===== config.mk =====
export PLATFORM = sky130hd
export DESIGN_NAME = process_dispatch_scheduler
export DESIGN_NICKNAME = d
export VERILOG_FILES = /design/src/rtl/pds_pkg.sv /design/src/rtl/pds_front.sv /design/src/rtl/pds_back.sv /design/src/rtl/process_dispatch_scheduler.sv
export SDC_FILE = /design/constraint.sdc
export NUM_CORES = 1
export LEC_CHECK = 0
export BUFFER_PORTS_ARGS = -buffer_cell sky130_fd_sc_hd__buf_2
export CORE_MARGIN = 10
export CORE_UTILIZATION = 42
export DETAILED_ROUTE_END_ITERATION = 7
export MAX_ROUTING_LAYER = met4
export RECOVER_POWER = 100
export REMOVE_ABC_BUFFERS = 1
export SLEW_MARGIN = 20
export SYNTH_ARGS = -nofsm -noshare
export SYNTH_HDL_FRONTEND = slang
export SYNTH_SLANG_ARGS = --single-unit

===== constraint.sdc =====
create_clock -name clock -period 5.9 [get_ports clock]
set_clock_uncertainty 0.1 [all_clocks]
set_input_delay 0.885 -clock clock [delete_from_list [all_inputs] [get_ports clock]]
set_output_delay 0.885 -clock clock [all_outputs]
set_load 0.01 [all_outputs]

===== src/rtl/pds_pkg.sv =====
package pds_pkg;

   localparam int DATA_W = 16;
   localparam int OCC_W = 5;

   localparam logic [DATA_W-1:0] RESET_TIME_SLICE = 16'd5;

   localparam logic [1:0] POLICY_FCFS = 2'd0;
   localparam logic [1:0] POLICY_SJF  = 2'd1;
   localparam logic [1:0] POLICY_RR   = 2'd2;

   localparam logic REQ_ENQUEUE = 1'b0;
   localparam logic REQ_TICK    = 1'b1;

   localparam logic CSR_POLICY     = 1'b0;
   localparam logic CSR_TIME_SLICE = 1'b1;

   typedef enum logic [2:0] {
      CMD_ENQ,
      CMD_FCFS,
      CMD_SJF,
      CMD_RR,
      CMD_NOP
   } cmd_kind_type;

   typedef struct packed {
      logic [DATA_W-1:0] run_length;
      logic [DATA_W-1:0] task_id;
      cmd_kind_type      kind;
   } cmd_type;

   typedef struct packed {
      logic [OCC_W-1:0]  occupancy;
      logic              rejected;
      logic              completed;
      logic [DATA_W-1:0] granted_time;
      logic [DATA_W-1:0] out_id;
      logic              dispatched;
   } rsp_type;

endpackage


===== src/rtl/pds_front.sv =====
module pds_front (
   input  logic             clock,
   input  logic             reset,
   input  logic             req_tvalid,
   output logic             req_tready,
   input  logic             req_tuser,
   input  logic [31:0]      req_tdata,
   input  logic [1:0]       policy,
   output logic             cmd_valid,
   output pds_pkg::cmd_type cmd,
   input  logic             cmd_pop
);
   import pds_pkg::*;

   cmd_type    q_ff [2];
   logic       wr_ptr_ff, wr_ptr_in;
   logic       rd_ptr_ff, rd_ptr_in;
   logic [1:0] fill_ff, fill_in;
   cmd_type    cls;
   logic       push;
   logic       pop;

   always_comb begin
      cls.task_id    = req_tdata[15:0];
      cls.run_length = req_tdata[31:16];
      if (req_tuser == REQ_ENQUEUE) begin
         cls.kind = CMD_ENQ;
      end else begin
         unique case (policy)
            POLICY_FCFS: cls.kind = CMD_FCFS;
            POLICY_SJF:  cls.kind = CMD_SJF;
            POLICY_RR:   cls.kind = CMD_RR;
            default:     cls.kind = CMD_NOP;
         endcase
      end
   end

   assign req_tready = (fill_ff != 2'd2);
   assign cmd_valid  = (fill_ff != 2'd0);
   assign cmd        = q_ff[rd_ptr_ff];
   assign push       = req_tvalid && req_tready;
   assign pop        = cmd_pop && cmd_valid;

   always_comb begin
      wr_ptr_in = push ? ~wr_ptr_ff : wr_ptr_ff;
      rd_ptr_in = pop ? ~rd_ptr_ff : rd_ptr_ff;
      fill_in   = fill_ff + {1'b0, push} - {1'b0, pop};
   end

   always_ff @(posedge clock) begin
      if (reset) begin
         wr_ptr_ff <= 1'b0;
         rd_ptr_ff <= 1'b0;
         fill_ff   <= 2'd0;
      end else begin
         wr_ptr_ff <= wr_ptr_in;
         rd_ptr_ff <= rd_ptr_in;
         fill_ff   <= fill_in;
      end
   end

   always_ff @(posedge clock) begin
      if (push) begin
         q_ff[wr_ptr_ff] <= cls;
      end
   end

endmodule


===== src/rtl/pds_back.sv =====
module pds_back #(
   parameter int QUEUE_DEPTH = 16
) (
   input  logic             clock,
   input  logic             reset,
   input  logic [15:0]      time_slice,
   input  logic             cmd_valid,
   input  pds_pkg::cmd_type cmd,
   output logic             cmd_pop,
   output logic             rsp_tvalid,
   input  logic             rsp_tready,
   output logic [39:0]      rsp_tdata
);
   import pds_pkg::*;

   localparam int IDX_W = $clog2(QUEUE_DEPTH);
   localparam int CNT_W = $clog2(QUEUE_DEPTH + 1);
   localparam logic [CNT_W:0] DEPTH_EXT = (CNT_W + 1)'(QUEUE_DEPTH);
   localparam logic [CNT_W-1:0] DEPTH_CNT = CNT_W'(QUEUE_DEPTH);

   typedef enum logic [4:0] {
      ST_IDLE  = 5'b00001,
      ST_HEAD  = 5'b00010,
      ST_SCAN  = 5'b00100,
      ST_SH_RD = 5'b01000,
      ST_SH_WR = 5'b10000
   } state_type;

   function automatic logic [IDX_W-1:0] phys(input logic [IDX_W-1:0] base,
                                             input logic [CNT_W-1:0] off);
      logic [CNT_W:0] sum;
      sum = (CNT_W + 1)'(base) + (CNT_W + 1)'(off);
      if (sum >= DEPTH_EXT) begin
         sum = sum - DEPTH_EXT;
      end
      return sum[IDX_W-1:0];
   endfunction

   function automatic logic [OCC_W-1:0] occ(input logic [CNT_W-1:0] c);
      logic [31:0] w;
      w = 32'(c);
      return w[OCC_W-1:0];
   endfunction

   logic [31:0]       mem [QUEUE_DEPTH];
   logic [31:0]       rd_q_ff;
   logic              mem_we, mem_re;
   logic [IDX_W-1:0]  mem_wa, mem_ra;
   logic [31:0]       mem_wd;

   state_type         state_ff, state_in;
   logic [IDX_W-1:0]  head_ff, head_in;
   logic [CNT_W-1:0]  count_ff, count_in;
   logic              rr_ff, rr_in;
   logic [CNT_W-1:0]  iss_ff, iss_in;
   logic              dv_ff, dv_in;
   logic [CNT_W-1:0]  didx_ff, didx_in;
   logic [15:0]       min_ff, min_in;
   logic [15:0]       pid_ff, pid_in;
   logic [CNT_W-1:0]  pick_ff, pick_in;
   logic [CNT_W-1:0]  j_ff, j_in;
   logic              rsp_valid_ff, rsp_valid_in;
   rsp_type           rsp_ff, rsp_in;

   logic              out_free;
   logic [15:0]       rd_id, rd_rem;
   logic              sel;
   logic [CNT_W-1:0]  pick_now;
   logic [15:0]       min_now, pid_now;

   assign rsp_tvalid = rsp_valid_ff;
   assign rsp_tdata  = rsp_ff;
   assign out_free   = !rsp_valid_ff || rsp_tready;
   assign rd_id      = rd_q_ff[15:0];
   assign rd_rem     = rd_q_ff[31:16];

   always_comb begin
      sel      = dv_ff && ((didx_ff == '0) || (rd_rem < min_ff));
      pick_now = sel ? didx_ff : pick_ff;
      min_now  = sel ? rd_rem : min_ff;
      pid_now  = sel ? rd_id : pid_ff;
   end

   always_comb begin
      state_in     = state_ff;
      head_in      = head_ff;
      count_in     = count_ff;
      rr_in        = rr_ff;
      iss_in       = iss_ff;
      dv_in        = 1'b0;
      didx_in      = didx_ff;
      min_in       = min_ff;
      pid_in       = pid_ff;
      pick_in      = pick_ff;
      j_in         = j_ff;
      rsp_valid_in = rsp_valid_ff && !rsp_tready;
      rsp_in       = rsp_ff;
      cmd_pop      = 1'b0;
      mem_we       = 1'b0;
      mem_wa       = phys(head_ff, count_ff);
      mem_wd       = {cmd.run_length, cmd.task_id};
      mem_re       = 1'b0;
      mem_ra       = head_ff;

      unique case (state_ff)
         ST_IDLE: begin
            if (cmd_valid && out_free) begin
               cmd_pop          = 1'b1;
               rsp_in           = '0;
               rsp_in.occupancy = occ(count_ff);
               rsp_valid_in     = 1'b1;
               unique case (cmd.kind)
                  CMD_ENQ: begin
                     if (count_ff == DEPTH_CNT) begin
                        rsp_in.rejected = 1'b1;
                     end else begin
                        mem_we           = 1'b1;
                        count_in         = count_ff + 1'b1;
                        rsp_in.occupancy = occ(count_in);
                     end
                  end
                  CMD_FCFS, CMD_RR: begin
                     if (count_ff != '0) begin
                        mem_re       = 1'b1;
                        rr_in        = (cmd.kind == CMD_RR);
                        rsp_valid_in = 1'b0;
                        state_in     = ST_HEAD;
                     end
                  end
                  CMD_SJF: begin
                     if (count_ff != '0) begin
                        iss_in       = '0;
                        rsp_valid_in = 1'b0;
                        state_in     = ST_SCAN;
                     end
                  end
                  default: begin
                  end
               endcase
            end
         end
         ST_HEAD: begin
            head_in             = phys(head_ff, CNT_W'(1));
            rsp_in              = '0;
            rsp_in.dispatched   = 1'b1;
            rsp_in.out_id       = rd_id;
            rsp_valid_in        = 1'b1;
            if (rr_ff && (rd_rem > time_slice)) begin
               mem_we              = 1'b1;
               mem_wd              = {rd_rem - time_slice, rd_id};
               rsp_in.granted_time = time_slice;
               rsp_in.occupancy    = occ(count_ff);
            end else begin
               count_in            = count_ff - 1'b1;
               rsp_in.granted_time = rd_rem;
               rsp_in.completed    = 1'b1;
               rsp_in.occupancy    = occ(count_in);
            end
            state_in = ST_IDLE;
         end
         ST_SCAN: begin
            if (iss_ff < count_ff) begin
               mem_re  = 1'b1;
               mem_ra  = phys(head_ff, iss_ff);
               iss_in  = iss_ff + 1'b1;
               dv_in   = 1'b1;
               didx_in = iss_ff;
            end
            min_in  = min_now;
            pid_in  = pid_now;
            pick_in = pick_now;
            if (dv_ff && (({1'b0, didx_ff} + 1'b1) == {1'b0, count_ff})) begin
               dv_in               = 1'b0;
               rsp_in              = '0;
               rsp_in.dispatched   = 1'b1;
               rsp_in.out_id       = pid_now;
               rsp_in.granted_time = min_now;
               rsp_in.completed    = 1'b1;
               rsp_in.occupancy    = occ(count_ff - 1'b1);
               rsp_valid_in        = 1'b1;
               j_in                = pick_now;
               if (({1'b0, pick_now} + 1'b1) < {1'b0, count_ff}) begin
                  state_in = ST_SH_RD;
               end else begin
                  count_in = count_ff - 1'b1;
                  state_in = ST_IDLE;
               end
            end
         end
         ST_SH_RD: begin
            mem_re   = 1'b1;
            mem_ra   = phys(head_ff, j_ff + 1'b1);
            state_in = ST_SH_WR;
         end
         ST_SH_WR: begin
            mem_we = 1'b1;
            mem_wa = phys(head_ff, j_ff);
            mem_wd = rd_q_ff;
            j_in   = j_ff + 1'b1;
            if (({1'b0, j_ff} + 2'd2) < {1'b0, count_ff}) begin
               state_in = ST_SH_RD;
            end else begin
               count_in = count_ff - 1'b1;
               state_in = ST_IDLE;
            end
         end
         default: begin
            state_in = ST_IDLE;
         end
      endcase
   end

   always_ff @(posedge clock) begin
      if (reset) begin
         state_ff     <= ST_IDLE;
         head_ff      <= '0;
         count_ff     <= '0;
         dv_ff        <= 1'b0;
         rsp_valid_ff <= 1'b0;
      end else begin
         state_ff     <= state_in;
         head_ff      <= head_in;
         count_ff     <= count_in;
         dv_ff        <= dv_in;
         rsp_valid_ff <= rsp_valid_in;
      end
   end

   always_ff @(posedge clock) begin
      rr_ff   <= rr_in;
      iss_ff  <= iss_in;
      didx_ff <= didx_in;
      min_ff  <= min_in;
      pid_ff  <= pid_in;
      pick_ff <= pick_in;
      j_ff    <= j_in;
      rsp_ff  <= rsp_in;
   end

   always_ff @(posedge clock) begin
      if (mem_we) begin
         mem[mem_wa] <= mem_wd;
      end
      if (mem_re) begin
         rd_q_ff <= mem[mem_ra];
      end
   end

endmodule


===== src/rtl/process_dispatch_scheduler.sv =====
// enqueues and idle ticks are answered from the idle state, fcfs and round robin
// ticks through the head state; shortest job first scans every entry, then closes
// up the task memory by reading and writing each entry behind the pick in turn
// one enqueue per cycle while the result side is not stalled; other ticks hold
// off new commands until done; the input buffers 2 transfers, even while a result waits
// reset clears policy, time_slice to 5, task count and handshake state, not the memory
module process_dispatch_scheduler #(
   parameter int QUEUE_DEPTH = 16
) (
   input  logic        clock,
   input  logic        reset,
   input  logic        req_tvalid,
   output logic        req_tready,
   input  logic        req_tuser,   // req_type
   input  logic [31:0] req_tdata,   // task_id, run_length
   output logic        rsp_tvalid,
   input  logic        rsp_tready,
   output logic [39:0] rsp_tdata,   // dispatched, out_id, granted_time, completed,
                                    // rejected, occupancy
   input  logic        csr_we,
   input  logic        csr_addr,
   input  logic [15:0] csr_wdata
);
   import pds_pkg::*;

   logic [1:0]  policy_ff, policy_in;
   logic [15:0] time_slice_ff, time_slice_in;
   logic        cmd_valid;
   cmd_type     cmd;
   logic        cmd_pop;

   always_comb begin
      policy_in     = policy_ff;
      time_slice_in = time_slice_ff;
      if (csr_we) begin
         unique case (csr_addr)
            CSR_POLICY:     policy_in     = csr_wdata[1:0];
            CSR_TIME_SLICE: time_slice_in = csr_wdata;
            default: begin
            end
         endcase
      end
   end

   always_ff @(posedge clock) begin
      if (reset) begin
         policy_ff     <= POLICY_FCFS;
         time_slice_ff <= RESET_TIME_SLICE;
      end else begin
         policy_ff     <= policy_in;
         time_slice_ff <= time_slice_in;
      end
   end

   pds_front u_front (
      .clock      (clock),
      .reset      (reset),
      .req_tvalid (req_tvalid),
      .req_tready (req_tready),
      .req_tuser  (req_tuser),
      .req_tdata  (req_tdata),
      .policy     (policy_ff),
      .cmd_valid  (cmd_valid),
      .cmd        (cmd),
      .cmd_pop    (cmd_pop)
   );

   pds_back #(
      .QUEUE_DEPTH (QUEUE_DEPTH)
   ) u_back (
      .clock      (clock),
      .reset      (reset),
      .time_slice (time_slice_ff),
      .cmd_valid  (cmd_valid),
      .cmd        (cmd),
      .cmd_pop    (cmd_pop),
      .rsp_tvalid (rsp_tvalid),
      .rsp_tready (rsp_tready),
      .rsp_tdata  (rsp_tdata)
   );

endmodule


==> summary.txt <==
Global routing
  – Gr usage total: 0.181
  – Initial antenna violation count: 2
  – First-pass GRT wire length: 115000 um
  – Remaining global-route overflow: 0
  – Pin count of the biggest net entering global routing: 81
  – Vias in the first global route: 18200

Finish
  – Final std cells w/o fill: 3110
  – Fin nets: 2200
  – Final Cell Area: 35900 um^2
  – N_diodes: 0
  – Fillcell total: 6364
  – Final core occ: 0.483
  – Share of cells above drive strength 1: 0.179
  – Area Overhead vs Synth: 14.0%

Pwr
  – Cell-internal power: 9610 uW
  – Switching power: 3080 uW
  – Max VDD drop: 191 uV
  – Leak: 0.0119 uW
  – Switch share: 0.243
  – Sequential power share: 0.515
  – Clock power share: 0.384
  – Cell Pwr Density: 354 nW/um^2
  – Logic pwr share: 0.101

Synthesis
  – Mapped cell area: 31500 um^2
  – Ys Warns: 0
  – Asr flop ratio synth: 0
  – Seq/Total Area, Yosys: 0.699
  – Post-synth cell types: 68
  – Number of flops mapped to enable cells by yosys: 707
  – #FFs+latches synth: 746
  – Predominant post-synthesis flop cell: edfxtp_1
  – Cells after Synth: 1921
  – Syn_area_per_cell: 16.4 um^2

Clocking
  – Setup repair bufs after CTS: 0
  – Number of buffers inserted by hold repair at cts: 0
  – Resized cells post-CTS: 0
  – Clk buf depth: 3
  – Clock latency on the worst-skew pair: 0.62 ns
  – H-tree depth: 3
  – Clock transition at the registers of the reported paths: 0.06 ns
  – CTS Root Cell: clkbuf_16
  – CTS Sinks: 746
  – Cts bufs inserted: 80
  – CTS tree: built

Timing
  – Slew Limit Fails: 282
  – RSZ-0062 raised after global routing: no
  – Minimum clock period: 5.16 ns
  – Max transition margin: -0.999
  – Fin crit share: 0.874
  – Hold_ws: 0.347 ns
  – Slew @ Worst Pin: 3.00 ns
  – Setup violators final: 0
  – Highest Clock Rate: 0.194 GHz
  – Final WS setup: 0.741 ns
  – Final Hold Vio Count: 0

Status
  – Violated checks: max-capacitance violations, max-slew violations
  – Outcome: complete, but fails checks

Worst setup path
  – CP required: 6.17 ns
  – CP endpoint kind: flip-flop
  – Type of the worst setup path: reg2reg
  – Worst Path Arrival: 5.43 ns
  – Setup crit start kind: flip-flop
  – Crit path max fanout: 24

Run
  – Max Cap Viol: 10

Die
  – FP Rows: 100
  – IO Count: 97
  – Initial Util: 0.423
  – Die width: 294 um
  – DIE AREA: 86300 um^2
  – Placeable Area: 74300 um^2
  – Die height: 294 um

Place
  – Global placement routability congestion: 0.886
  – DP Worst Slack: 1.37 ns
  – Hpwl dp: 47300 um
  – Placed insts: 2964
  – Placed Area: 33600 um^2
  – Port bufs: 96

Routing
  – Average wire per standard cell: 24.4 um
  – Final ANT Viol Nets: 0
  – Vias: 17700
  – Total Wirelength: 76000 um
  – First-pass DRT Iterations: 5
  – 1st-iter DRT viols: 1688
  – Post-route DRC: 0
  – Vias per cell: 5.68

Min path
  – Hold WC Path Type: in2reg
critical path, cell delays in order, from the launching register on:
cell and delay (ns):
dfxtp_1 0.37, nor2_1 0.22, and3_1 0.32, clkbuf_1 1.58, nand2_1 1.00, nand2_2 0.37, buf_4 0.27, o21ai_0 0.36
buf_4 0.30
placed cells by master, fill, tap and decap left out, types with 6 or more instances in the layout:
master / instances
edfxtp_1: 707
nand2_1: 159
mux4_2: 128
clkbuf_1: 94
clkbuf_16: 85
o21ai_0: 80
nand3_1: 80
inv_1: 64
ha_1: 64
nor2_1: 61
a21oi_1: 58
mux2i_1: 52
buf_2: 42
a22oi_1: 40
dfxtp_1: 39
buf_4: 32
xnor2_1: 24
mux2_2: 23
nor3_1: 21
xor2_1: 20
clkinv_1: 19
mux2_1: 16
a22o_1: 16
nand2b_1: 12
nor2b_1: 12
nor2_4: 12
clkinv_2: 11
nand4_1: 10
clkbuf_2: 10
a31oi_1: 8
nor3b_1: 7
o21a_1: 7
o221ai_1: 6
through the flow:
stage | power, uW | TNS (ns)
floorplan | 7320 | -224.08
global route | 13200 | 0
global placement | 7940 | 0
detailed placement | 8000 | 0
finish | 12700 | 0
CTS | 12900 | 0
registers in the layout, summed over array words and instances (netlist names), named ones only:
| register | cells |
|---|---|
| policy_ff | 2 |
| time_slice_ff | 16 |
| u_back.count_ff | 5 |
| u_back.didx_ff | 5 |
| u_back.dv_ff | 1 |
| u_back.head_ff | 4 |
| u_back.iss_ff | 5 |
| u_back.j_ff | 5 |
| u_back.mem | 512 |
| u_back.min_ff | 16 |
| u_back.pick_ff | 5 |
| u_back.pid_ff | 16 |
| u_back.rd_q_ff | 32 |
| u_back.rr_ff | 1 |
| u_back.rsp_tdata | 40 |
| u_back.rsp_tvalid | 1 |
| u_back.state_ff | 5 |
| u_front.fill_ff | 2 |
| u_front.q_ff | 70 |
| u_front.rd_ptr_ff | 1 |
| u_front.wr_ptr_ff | 1 |
cell type report:
class | count | area, um^2 | share of cell area
repair buffers | 168 | 901 | 0.0251
multi-input cells | 1016 | 8920 | 0.249
clock buffers | 102 | 2200 | 0.0614
well taps | 969 | 1210 | 0.0338
flip-flops and latches | 746 | 22000 | 0.614
inverters | 65 | 245 | 0.00684
clock inverters | 44 | 372 | 0.0104
final timing paths:
kind / startpoint / endpoint / slack [ns] / depth (start not counted)
setup / recovery: u_back.state_ff[0]$_SDFFE_PP1P_ / u_back.mem[1][15]$_DFFE_PP_ / 0.74 / 8
hold reg to reg: policy_ff[1]$_SDFFE_PP0P_ / policy_ff[1]$_SDFFE_PP0P_ / 0.37 / 2
hold / removal: req_tdata[13] / u_front.q_ff[1][16]$_DFFE_PP_ / 0.35 / 1
setup reg to reg: u_back.state_ff[0]$_SDFFE_PP1P_ / u_back.mem[1][15]$_DFFE_PP_ / 0.74 / 8
synthesized netlist by cell type (all sizes together), types with 17 or more instances:
master	n	area share
a22oi	40	0.0095
mux2i	52	0.017
clkbuf	53	0.0063
nand3	80	0.013
nor3	21	0.0033
ha	64	0.025
dfxtp	39	0.025
mux2	39	0.014
xor2	20	0.0056
inv	64	0.0076
mux4	128	0.092
nand2	160	0.019
o21ai	82	0.013
nor2	76	0.0091
xnor2	25	0.0070
edfxtp	707	0.67
a22o	17	0.0050
buf	41	0.0081
a21oi	60	0.0097
per-layer routing:
metal  GRT usage  wire (um)
met1       0.239      32900
met2       0.283      35900
met3      0.0286       4630
met4      0.0618       2480
met5           -          0
power by group through the flow:
stage | Sequential [uW] | Combinational (uW) | Clock [uW]
2_1_floorplan | 6700 | 621 | 0
3_3_place_gp | 6630 | 1310 | 0
3_5_place_dp | 6640 | 1360 | 0
4_1_cts | 6530 | 1360 | 4990
5_1_grt | 6570 | 1420 | 5220
6_report | 6540 | 1280 | 4880
cells by family after synthesis:
logic type,count (synthesis),share of synthesized area
XOR/XNOR,45,0.0125
flip-flops,746,0.699
multiplexers,219,0.122
adder cells (fa/ha/maj),68,0.0280
AO/OA/AOI/OAI,267,0.0548
AND/OR/NAND/NOR,417,0.0611
buffers and inverters,159,0.0222
Power figures use the tool's default switching activity.
